File: config.mk
export PLATFORM = sky130hd
export DESIGN_NAME = piecewise_linear_tone_curve_unit
export DESIGN_NICKNAME = d
export VERILOG_FILES = /design/src/design/plc_pkg.sv /design/src/design/plc_select.sv /design/src/design/plc_mul.sv /design/src/design/plc_div_stage.sv /design/src/design/piecewise_linear_tone_curve_unit.sv
export SDC_FILE = /design/constraint.sdc
export NUM_CORES = 1
export LEC_CHECK = 0
export ABC_CLOCK_PERIOD_IN_PS = 20600
export BUFFER_PORTS_ARGS = -buffer_cell sky130_fd_sc_hd__clkbuf_2
export CAP_MARGIN = 15
export CORE_ASPECT_RATIO = 1.1
export CORE_MARGIN = 1
export CORE_UTILIZATION = 37
export DETAILED_ROUTE_END_ITERATION = 6
export GPL_TIMING_DRIVEN = 0
export PLACE_DENSITY = 0.53
export SLEW_MARGIN = 20
export SYNTH_ARGS = -nofsm -noshare
export SYNTH_HDL_FRONTEND = slang
export SYNTH_SLANG_ARGS = --single-unit
File: constraint.sdc
create_clock -name clk -period 20.6 [get_ports clk]
set_input_delay 3.09 -clock clk [delete_from_list [all_inputs] [get_ports clk]]
set_output_delay 3.09 -clock clk [all_outputs]
set_load 0.01 [all_outputs]
File: src/design/plc_pkg.sv
`timescale 1ns / 1ps
// shared types, widths and constants for the tone curve unit
// no dependencies; imported by every module of the block

package plc_pkg;

    localparam int DEF_MAX_KNOTS = 8;
    localparam int PIX_W         = 8;
    localparam int KNOT_BUS_W    = 64;
    localparam int CNT_W         = 4;
    localparam int CFG_IDX_W     = 2;
    localparam int CFG_DATA_W    = 64;
    localparam int PROD_W        = 2 * PIX_W;
    localparam int MIN_KNOTS     = 2;

    localparam int DIV_BITS_PER_STAGE = 2;
    localparam int DIV_STAGES         = PIX_W / DIV_BITS_PER_STAGE;
    // select, multiply, divider stages, output register
    localparam int NUM_STAGES         = DIV_STAGES + 3;

    localparam logic [PIX_W-1:0]      PIX_MAX         = 8'hFF;
    localparam logic [CNT_W-1:0]      RST_KNOT_COUNT  = 4'd2;
    localparam logic [KNOT_BUS_W-1:0] RST_KNOT_X      = 64'h0000_0000_0000_FF00;
    localparam logic [KNOT_BUS_W-1:0] RST_KNOT_Y      = 64'h0000_0000_0000_FF00;

    typedef enum logic [CFG_IDX_W-1:0] {
        REG_KNOT_COUNT = 2'd0,
        REG_KNOT_X     = 2'd1,
        REG_KNOT_Y     = 2'd2
    } cfg_reg_t;

    // segment chosen for one item: y = y1 +/- (a * dy_mag) / dx
    typedef struct packed {
        logic [PIX_W-1:0] y1;
        logic             neg;
        logic [PIX_W-1:0] a;
        logic [PIX_W-1:0] dy_mag;
        logic [PIX_W-1:0] dx;
    } seg_t;

    // divider working word: remainder in the upper half, quotient shifts in below
    typedef struct packed {
        logic [PIX_W-1:0]  y1;
        logic              neg;
        logic [PROD_W-1:0] w;
        logic [PIX_W-1:0]  dx;
    } quo_t;

    // one restoring division step
    function automatic logic [PROD_W-1:0] div_step(
        input logic [PROD_W-1:0] w,
        input logic [PIX_W-1:0]  d
    );
        logic [PROD_W:0] t;
        t = {w, 1'b0};
        if (t[PROD_W:PIX_W] >= {1'b0, d})
        begin
            t[PROD_W:PIX_W] = t[PROD_W:PIX_W] - {1'b0, d};
            t[0] = 1'b1;
        end
        return t[PROD_W-1:0];
    endfunction

endpackage

File: src/design/plc_select.sv
`timescale 1ns / 1ps
// knot search stage: finds the segment holding the pixel and registers it
// depends on plc_pkg

module plc_select
    import plc_pkg::*;
#(
    parameter int MAX_KNOTS = DEF_MAX_KNOTS
)
(
    input  logic                  clk,
    input  logic                  en,
    input  logic [PIX_W-1:0]      pixel,
    input  logic [CNT_W-1:0]      knot_count,
    input  logic [KNOT_BUS_W-1:0] knot_x,
    input  logic [KNOT_BUS_W-1:0] knot_y,
    output seg_t                  seg
);

    localparam int IDX_W = $clog2(MAX_KNOTS);

    logic [PIX_W-1:0]     kx [MAX_KNOTS];
    logic [PIX_W-1:0]     ky [MAX_KNOTS];
    logic [CNT_W-1:0]     n_used;
    logic [CNT_W-1:0]     last_full;
    logic [IDX_W-1:0]     last_idx;
    logic [MAX_KNOTS-2:0] hit;
    logic [IDX_W-1:0]     sel;
    logic                 found;
    logic [PIX_W-1:0]     x1;
    logic [PIX_W-1:0]     x2;
    logic [PIX_W-1:0]     y2;
    seg_t                 seg_next;
    seg_t                 seg_reg;

    always_comb
    begin
        for (int i = 0; i < MAX_KNOTS; i++)
        begin
            kx[i] = knot_x[i*PIX_W +: PIX_W];
            ky[i] = knot_y[i*PIX_W +: PIX_W];
        end
    end

    always_comb
    begin
        n_used = knot_count;
        if (n_used < CNT_W'(MIN_KNOTS))
        begin
            n_used = CNT_W'(MIN_KNOTS);
        end
        if (n_used > CNT_W'(MAX_KNOTS))
        begin
            n_used = CNT_W'(MAX_KNOTS);
        end
        last_full = n_used - CNT_W'(1);
        last_idx  = last_full[IDX_W-1:0];
    end

    always_comb
    begin
        for (int i = 0; i < MAX_KNOTS - 1; i++)
        begin
            hit[i] = (CNT_W'(i) < last_full) && (pixel >= kx[i]) && (pixel <= kx[i+1]);
        end
        sel   = '0;
        found = 1'b0;
        // lowest matching segment wins
        for (int i = MAX_KNOTS - 2; i >= 0; i--)
        begin
            if (hit[i])
            begin
                sel   = IDX_W'(i);
                found = 1'b1;
            end
        end
    end

    always_comb
    begin
        x1 = kx[sel];
        x2 = kx[sel + IDX_W'(1)];
        y2 = ky[sel + IDX_W'(1)];
        seg_next.y1     = '0;
        seg_next.neg    = 1'b0;
        seg_next.a      = '0;
        seg_next.dy_mag = '0;
        seg_next.dx     = PIX_W'(1);
        if (pixel <= kx[0])
        begin
            seg_next.y1 = ky[0];
        end
        else if (pixel >= kx[last_idx])
        begin
            seg_next.y1 = ky[last_idx];
        end
        else if (found)
        begin
            seg_next.y1  = ky[sel];
            seg_next.neg = y2 < ky[sel];
            seg_next.dy_mag = seg_next.neg ? (ky[sel] - y2) : (y2 - ky[sel]);
            // zero-width segment keeps a = 0 and divides by one
            if (x2 != x1)
            begin
                seg_next.dx = x2 - x1;
                seg_next.a  = pixel - x1;
            end
        end
    end

    always_ff @(posedge clk)
    begin
        if (en)
        begin
            seg_reg <= seg_next;
        end
    end

    assign seg = seg_reg;

endmodule

File: src/design/plc_mul.sv
`timescale 1ns / 1ps
// multiply stage: offset times slope magnitude, registered
// depends on plc_pkg

module plc_mul
    import plc_pkg::*;
(
    input  logic clk,
    input  logic en,
    input  seg_t seg,
    output quo_t quo
);

    quo_t quo_next;
    quo_t quo_reg;

    always_comb
    begin
        quo_next.y1  = seg.y1;
        quo_next.neg = seg.neg;
        quo_next.w   = PROD_W'(seg.a) * PROD_W'(seg.dy_mag);
        quo_next.dx  = seg.dx;
    end

    always_ff @(posedge clk)
    begin
        if (en)
        begin
            quo_reg <= quo_next;
        end
    end

    assign quo = quo_reg;

endmodule

File: src/design/plc_div_stage.sv
`timescale 1ns / 1ps
// one stage of the pipelined restoring divider, two quotient bits per stage
// depends on plc_pkg (div_step)

module plc_div_stage
    import plc_pkg::*;
(
    input  logic clk,
    input  logic en,
    input  quo_t din,
    output quo_t dout
);

    quo_t dout_next;
    quo_t dout_reg;

    always_comb
    begin
        dout_next = din;
        for (int j = 0; j < DIV_BITS_PER_STAGE; j++)
        begin
            dout_next.w = div_step(dout_next.w, din.dx);
        end
    end

    always_ff @(posedge clk)
    begin
        if (en)
        begin
            dout_reg <= dout_next;
        end
    end

    assign dout = dout_reg;

endmodule

File: src/design/piecewise_linear_tone_curve_unit.sv
`timescale 1ns / 1ps
// top level of the piecewise linear tone curve: config registers, stage control, output
// depends on plc_pkg, plc_select, plc_mul, plc_div_stage
//
//   channel  | handshake           | payload
//   ---------+---------------------+--------------------------
//   in       | in_valid / in_stall | pixel_in [7:0]
//   out      | out_valid/out_stall | pixel_out [7:0]
//   config   | cfg_wr_en           | cfg_index [1:0], cfg_wdata [63:0]
//
// one item per cycle sustained while out_stall is low; stages are search, multiply, four
// divider stages of two quotient bits each, output register
// rst_n clears the stage valid bits and loads the identity curve
// a stalled output holds its item; empty stages upstream still fill, so
// in_stall rises only once every stage holds an item

module piecewise_linear_tone_curve_unit
    import plc_pkg::*;
#(
    parameter int MAX_KNOTS = DEF_MAX_KNOTS
)
(
    input  logic                  clk,
    input  logic                  rst_n,
    input  logic                  in_valid,
    output logic                  in_stall,
    input  logic [PIX_W-1:0]      pixel_in,
    output logic                  out_valid,
    input  logic                  out_stall,
    output logic [PIX_W-1:0]      pixel_out,
    input  logic                  cfg_wr_en,
    input  logic [CFG_IDX_W-1:0]  cfg_index,
    input  logic [CFG_DATA_W-1:0] cfg_wdata
);

    logic [CNT_W-1:0]      knot_count_reg;
    logic [KNOT_BUS_W-1:0] knot_x_reg;
    logic [KNOT_BUS_W-1:0] knot_y_reg;

    logic [NUM_STAGES-1:0] valid_reg;
    logic [NUM_STAGES-1:0] valid_next;
    logic [NUM_STAGES-1:0] adv;

    seg_t                  seg_s;
    quo_t                  quo_s [DIV_STAGES+1];

    logic [PIX_W-1:0]      quot;
    logic signed [PIX_W+1:0] ysum;
    logic [PIX_W-1:0]      pixel_out_next;
    logic [PIX_W-1:0]      pixel_out_reg;

    // config writes
    always_ff @(posedge clk or negedge rst_n)
    begin
        if (!rst_n)
        begin
            knot_count_reg <= RST_KNOT_COUNT;
            knot_x_reg     <= RST_KNOT_X;
            knot_y_reg     <= RST_KNOT_Y;
        end
        else if (cfg_wr_en)
        begin
            case (cfg_reg_t'(cfg_index))
                REG_KNOT_COUNT: knot_count_reg <= cfg_wdata[CNT_W-1:0];
                REG_KNOT_X:     knot_x_reg     <= cfg_wdata[KNOT_BUS_W-1:0];
                REG_KNOT_Y:     knot_y_reg     <= cfg_wdata[KNOT_BUS_W-1:0];
                default:        ;
            endcase
        end
    end

    // stage advance: a stage moves when empty or when the next one moves
    always_comb
    begin
        adv[NUM_STAGES-1] = !valid_reg[NUM_STAGES-1] || !out_stall;
        for (int k = NUM_STAGES - 2; k >= 0; k--)
        begin
            adv[k] = !valid_reg[k] || adv[k+1];
        end
        for (int k = 0; k < NUM_STAGES; k++)
        begin
            if (adv[k])
            begin
                valid_next[k] = (k == 0) ? in_valid : valid_reg[(k == 0) ? 0 : k - 1];
            end
            else
            begin
                valid_next[k] = valid_reg[k];
            end
        end
    end

    always_ff @(posedge clk or negedge rst_n)
    begin
        if (!rst_n)
        begin
            valid_reg <= '0;
        end
        else
        begin
            valid_reg <= valid_next;
        end
    end

    assign in_stall  = !adv[0];
    assign out_valid = valid_reg[NUM_STAGES-1];

    plc_select #(
        .MAX_KNOTS (MAX_KNOTS)
    ) u_select (
        .clk        (clk),
        .en         (adv[0]),
        .pixel      (pixel_in),
        .knot_count (knot_count_reg),
        .knot_x     (knot_x_reg),
        .knot_y     (knot_y_reg),
        .seg        (seg_s)
    );

    plc_mul u_mul (
        .clk (clk),
        .en  (adv[1]),
        .seg (seg_s),
        .quo (quo_s[0])
    );

    for (genvar g = 0; g < DIV_STAGES; g++)
    begin : g_div
        plc_div_stage u_div (
            .clk  (clk),
            .en   (adv[g+2]),
            .din  (quo_s[g]),
            .dout (quo_s[g+1])
        );
    end

    // apply signed offset and clamp
    always_comb
    begin
        quot = quo_s[DIV_STAGES].w[PIX_W-1:0];
        if (quo_s[DIV_STAGES].neg)
        begin
            ysum = signed'({2'b00, quo_s[DIV_STAGES].y1}) - signed'({2'b00, quot});
        end
        else
        begin
            ysum = signed'({2'b00, quo_s[DIV_STAGES].y1}) + signed'({2'b00, quot});
        end
        if (ysum < 0)
        begin
            pixel_out_next = '0;
        end
        else if (ysum > signed'({2'b00, PIX_MAX}))
        begin
            pixel_out_next = PIX_MAX;
        end
        else
        begin
            pixel_out_next = ysum[PIX_W-1:0];
        end
    end

    always_ff @(posedge clk)
    begin
        if (adv[NUM_STAGES-1])
        begin
            pixel_out_reg <= pixel_out_next;
        end
    end

    assign pixel_out = pixel_out_reg;

`ifndef SYNTHESIS
    a_accept_enters: assert property (@(posedge clk) disable iff (!rst_n)
        (in_valid && !in_stall) |=> valid_reg[0])
        else $error("accepted item missing from first stage");

    a_empty_ready: assert property (@(posedge clk) disable iff (!rst_n)
        (valid_reg == '0) |-> !in_stall)
        else $error("empty pipeline stalls input");

    a_full_stall: assert property (@(posedge clk) disable iff (!rst_n)
        (&valid_reg && out_stall) |-> in_stall)
        else $error("full pipeline accepts item under output stall");

    a_seg_bounds: assert property (@(posedge clk) disable iff (!rst_n)
        valid_reg[0] |-> (seg_s.dx != '0) && (seg_s.a <= seg_s.dx))
        else $error("segment offset exceeds its width");

    a_div_rem: assert property (@(posedge clk) disable iff (!rst_n)
        valid_reg[NUM_STAGES-2] |->
            (quo_s[DIV_STAGES].w[PROD_W-1:PIX_W] < quo_s[DIV_STAGES].dx))
        else $error("divider remainder not below divisor");
`endif

endmodule
## Word-level counts from Yosys, hierarchy flattened

Cells that the tools add are included.

- Bits in registers: 329
- Input port bits: 79
- Output and inout port bits: 10
- Logic and storage cells: 191

- Add/sub/neg operators: 15
- $mul: 1
- $lt $le $gt $ge: 39
- Equal/unequal tests: 3
- Multiplexer cells: 57
- Bitwise gates (word level): 5
- Reductions and logical operators: 36

Operators with widths:

| cell | number |
|---|---|
| $mux 8 | 25 |
| $bmux 8 s3 | 6 |
| $sub 8x8->8 | 11 |
| $ge 9x8->1 | 8 |
| $ge 8x8->1 | 8 |
| $le 8x8->1 | 8 |
| $mux 33 | 1 |
| $mux 3 | 7 |
| $mul 8x8->16 | 1 |
| $mux 1 | 15 |
| $logic_and 1x1->1 | 14 |
| $ge 4x4->1 const B | 3 |
| $lt 3x4->1 const A | 3 |
| $not 3->4 | 3 |
| $gt 10x9->1 const B | 1 |
| $lt 10x1->1 const B | 1 |
| $mux 10 | 1 |
| $add 8x8->9 | 1 |
| $logic_not 1->1 | 9 |
| $sub 8x8->9 | 1 |
| $lt 1x4->1 const A | 2 |
| $lt 2x4->1 const A | 2 |
| $lt 8x8->1 | 1 |
| $mux 4 | 2 |
| other kinds (13) | 22 |

## Logic depth before layout (Yosys ltp)

- Depth in word-level cells: 25
- Depth in mapped cells: 35
- Depth with buffers taken out: 31

## Modules after synthesis

A second synthesis with hierarchy kept.

- Cell total of the unflattened synthesis: 2156
- Area, all modules: 25106.6 um^2

By module, submodules not included:

| module | times used | cells each | area an instance (um^2) | sequential area each (um^2) |
|---|---|---|---|---|
| plc_select | 1 | 839 | 7787.5 | 991.0 |
| piecewise_linear_tone_curve_unit | 1 | 415 | 6153.4 | 3739.8 |
| plc_div_stage (g_div[2].u_div ...) | 2 | 158 | 2023.2 | 991.0 |
| plc_div_stage (g_div[0].u_div ...) | 2 | 155 | 2003.2 | 991.0 |
| plc_mul | 1 | 276 | 3113.0 | 991.0 |

## Least setup slack after synthesis

No wires, ideal clock.

- Path kind: input to register
- From: in pixel_in[0]
- To: reg u_select.seg_reg, in the netlist u_select.seg[15], data pin
- Setup time: 0.270 ns
- Data arrival time: 9.759 ns
- Required time: 20.330 ns
- Slack: 10.572 ns
- Stages: 31
- Path buffers: 4
- Cells stage by stage: inv_1 ha_1 and4_1 o31a_1 o211ai_1 o32a_1 o31ai_1 nand2_1 buf_2 buf_2 inv_1 ha_1 clkbuf_1 clkbuf_1 mux4_2 mux2_2 inv_1 ha_1 inv_1 fa_1 a21o_1 a21o_1 a21oi_1 o21bai_1 a21o_1 a21oi_2 mux2_2 a21oi_1 o21ai_0 a2111oi_0 nor4_1

- Longest elaborated chain between the ends: 17
- Elaborated cells on any way between the ends: 59
- Those cells by class: 3 x add/sub; 17 x order compare; 21 x mux; 3 x bitwise; 15 x reduce/logical

Ends and longest elaborated chain:

| element | line | text |
|---|---|---|
| from (decl) | piecewise_linear_tone_curve_unit.sv:27 | `input logic [PIX_W-1:0] pixel_in,` |
| $ge 8x8->1 | plc_select.sv:64 | `hit[i] = (CNT_W'(i) < last_full) && (pixel >= kx[i]) && (pixel <= kx[i+1]);` |
| $logic_and 1x1->1 (2 in series) | plc_select.sv:64 |  |
| $mux 3 (7 in series) | plc_select.sv:71 | `if (hit[i])` |
| $add 3x1->3 | plc_select.sv:83 | `y2 = ky[sel + IDX_W'(1)];` |
| $not 3->4 (not written as such) | plc_select.sv:83 |  |
| $bmux 8 s3 | plc_select.sv:83 |  |
| $mux 8 (not written as such) (2 in series) | plc_select.sv:83 |  |
| $sub 8x8->8 or $lt 8x8->1 (tied branches) | plc_select.sv:101, plc_select.sv:100 |  |
| $mux 8 | plc_select.sv:101 | `seg_next.dy_mag = seg_next.neg ? (ky[sel] - y2) : (y2 - ky[sel]);` |
| to (signal assigned) | plc_select.sv:115 | `seg_reg <= seg_next;` |
| to (decl) | plc_select.sv:34 | `seg_t seg_reg;` |

Parallel ways exist; a longest one is shown, timed or not. The select of a mux whose other input is x is not followed.
A chain may end at the register's enable or synchronous reset.

## Worst setup path after layout

- From: in pixel_in[1]
- To: reg u_select.seg_reg, in the netlist u_select.seg[15], data pin

The elaborated chain is that of the path after synthesis.

==> summary.txt <==
Pwr
  – Worst vdd ir: 0.1072 mV
  – Cell Pwr Density: 186.9 nW/um2
  – Leakage: 11.48 nW

Cells and area
  – Number of nets in the layout: 2520
  – Flip-flop count of the largest register after layout: 116
  – Fin area: 25940 um2
  – Area Growth Syn to Fin: 12.27%
  – Ant. Diodes: 0
  – Fin cells: 3021
  – Layout cells sized above 1: 0.2030

CTS
  – Root buffer cell: clkbuf_16
  – Cts bufs inserted: 38
  – Clock Tree Buf Depth: 3
  – Post-CTS Setup Bufs: 0
  – Cts repair resizes: 0
  – Clock sinks: 329
  – TritonCTS clock tree: yes
  – Clock Latency Late Sink: 560 ps
  – Clk pin slew, worst setup/hold paths: 60 ps
  – Hold_buf cts: 0
  – H-tree depth: 2

Die
  – I/O pins: 89
  – Die H: 264.1 um
  – Core area: 61450 um2
  – Die W: 240.3 um
  – Die area: 63450 um2
  – Starting Density: 0.3760
  – Site row count: 95

Setup path
  – Worst r2r src: knot_count_reg[1]
  – R2R cell count: 33
  – Worst endpoint required time: 20890 ps
  – Slowest CP cell: clkbuf_1
  – Startpoint Class: primary input
  – Setup slack, reg-to-reg: 9730 ps
  – Critical Path Sink: u_select.seg[15]
  – CP startpoint: pixel_in[1]
  – CP max FO: 11
  – Crit. End Element: flop
  – Worst EP arrival: 11900 ps
  – FF-to-FF End: u_select.seg[15]
  – Max stage delay on crit path: 580 ps
  – Start-to-end type of the worst setup path: in -> reg

Detailed routing
  – Routed Antenna Nets: 0
  – DRC Markers: 0
  – Drt pass-1 iters: 5
  – Via count: 16150
  – WL per Instance: 20.55 um
  – Final wirelength: 62090 um
  – Vias per inst: 5.346
  – 1st-iter DRT viols: 836

Timing
  – Tcrit/Tclk final: 0.5640
  – Setup TNS: 0 ps
  – Final Max Slew Viols: 0
  – Hold Slack: 411.8 ps
  – RSZ-0062 raised after global routing: no
  – Setup Skew: 35.26 ps
  – Final hold vios: 0
  – Tightest Pin Transition: 1103 ps
  – FMAX: 0.08606 GHz
  – Final setup vio count: 0
  – Minimum clock period after layout: 11620 ps
  – Max_slew headroom: 0.2614

Flow run
  – Max-Cap Viols: 0

Yosys
  – Post-Syn Instances: 2038
  – Mapped Area: 23100 um2
  – Synth area leaders: edfxtp_1 (25%), dfrtp_1 (13%), ha_1 (12%), mux2_2 (8.4%), mux4_2 (6.0%)
  – Mapped Nets: 2388
  – Yosys top cell by area: edfxtp_1
  – Area fraction of the dominant cell type after synthesis: 0.2469
  – Synthesized area per cell: 11.34 um2
  – #FFs+latches synth: 329
  – Main synth FF type: edfxtp_1
  – Syn. warnings: 0
  – EDFF count, synth: 190
  – Unique masters post-synth: 71
  – Sequential cell area fraction in the yosys report: 0.3984
  – Post-synth ARST share: 0.4225

Place
  – RePlAce Congestion: 0.9248
  – HPWL after DPL: 49920 um
  – Dpl cells: 2954
  – PortBufs: 88
  – DP Area: 24670 um2

Global route
  – GRT Total Usage: 0.1987
  – Vias in the first global route: 16513
  – Total gr overflow: 0
  – First-pass GRT wire length: 95630 um
  – Largest net degree at the start of global routing: 92
  – Initial antenna violation count: 1

Status
  – Status: finished clean

Hold path
  – Worst Hold Class: reg -> reg
  – Hold Crit Start: g_div[2].u_div.dout[30]
-- final cells by class --
cell class	instances	area (um2)
fillers	5912	35510
multi-input cells	1416	12790
flip-flops and latches	329	9205
clock buffers	54	1125
well taps	824	1031
inverters	232	870.8
repair buffers	92	519.2
plain buffers	61	254.0
clock inverters	13	138.9
-- report_power, final --
part	total [mW]	internal (mW)	switching (mW)
registers	1.20	1.03	0.166
logic	2.97	1.33	1.64
clock network	0.679	0.407	0.272
total	4.85	2.77	2.08
-- cell usage in the layout, fill, tap and decap left out, types with 49 or more instances in the layout --
cell,count
mux2i_1,79
inv_1,227
edfxtp_1,190
ha_1,222
a21oi_1,85
clkbuf_2,87
mux2_2,173
o21ai_0,89
mux4_2,62
dfrtp_1,122
clkbuf_1,54
fa_1,49
nand2_1,144
nor2_1,81
-- worst min-delay path by stage --
stage / end / slack [ps] / cells after the start
2_1_floorplan: g_div[0].u_div.dout[10] / 400 / 0
3_3_place_gp: u_mul.quo[25] / 400 / 0
3_5_place_dp: g_div[0].u_div.dout[28] / 400 / 0
4_1_cts: g_div[0].u_div.dout[12] / 410 / 0
5_1_grt: u_mul.quo[27] / 420 / 0
6_report: g_div[3].u_div.dout[30] / 410 / 0
-- worst max-delay path: cells and delay by family --
kind / cells / cell delay (ps)
and+or+nand+nor: 5 / 1120
AOI/OAI and AO/OA: 12 / 2830
adders and majority gates: 4 / 1270
muxes: 3 / 1140
buffers and inverters: 8 / 2400
-- stage by stage --
| stage | setup WS, ps | util | total power [mW] |
|---|---|---|---|
| after floorplan | 10570 | - | 3.425 |
| final | 8981 | 0.4221 | 4.849 |
| after global placement | 8513 | 0.3999 | 4.117 |
| after global routing | 8607 | 0.4221 | 5.260 |
| after detailed placement | 8449 | 0.4014 | 4.185 |
| after CTS | 9027 | 0.4220 | 4.887 |
-- synth_stat cells, drive strengths merged, types with 6 or more instances --
cell,n
inv,232
dfstp,17
a211oi,13
mux4,62
mux2,173
nand4,26
o21a,6
buf,15
a311oi,9
nor2,81
a31oi,13
mux2i,79
o21bai,15
nor2b,29
nand2,147
ha,222
and3,6
dfrtp,122
xor2,15
clkbuf,46
edfxtp,190
nand3,11
and2,38
xnor2,41
nand2b,27
nor3,33
fa,49
a21boi,13
o21ai,92
o22ai,6
o211ai,21
a221o,9
a21oi,86
a21o,34
-- kinds of logic after synthesis --
group | share of synthesized area
DFF | 0.3984
xor gates and xnor gates | 0.02188
and+or+nand+nor | 0.08925
adders and majority gates | 0.1627
muxes | 0.1790
AOI/OAI and AO/OA | 0.1001
buffers and inverters | 0.04868
-- metal layers --
metal / vias to the layer above / GRT usage / share of wire
met5: - / 0 / 0
met1: 7983 / 0.2376 / 0.41
met4: 0 / 0.08297 / 0.045
li1: 7657 / - / -
met3: 116 / 0.02194 / 0.038
met2: 394 / 0.3584 / 0.51
No activity file was read; power rests on OpenSTA's default activity.
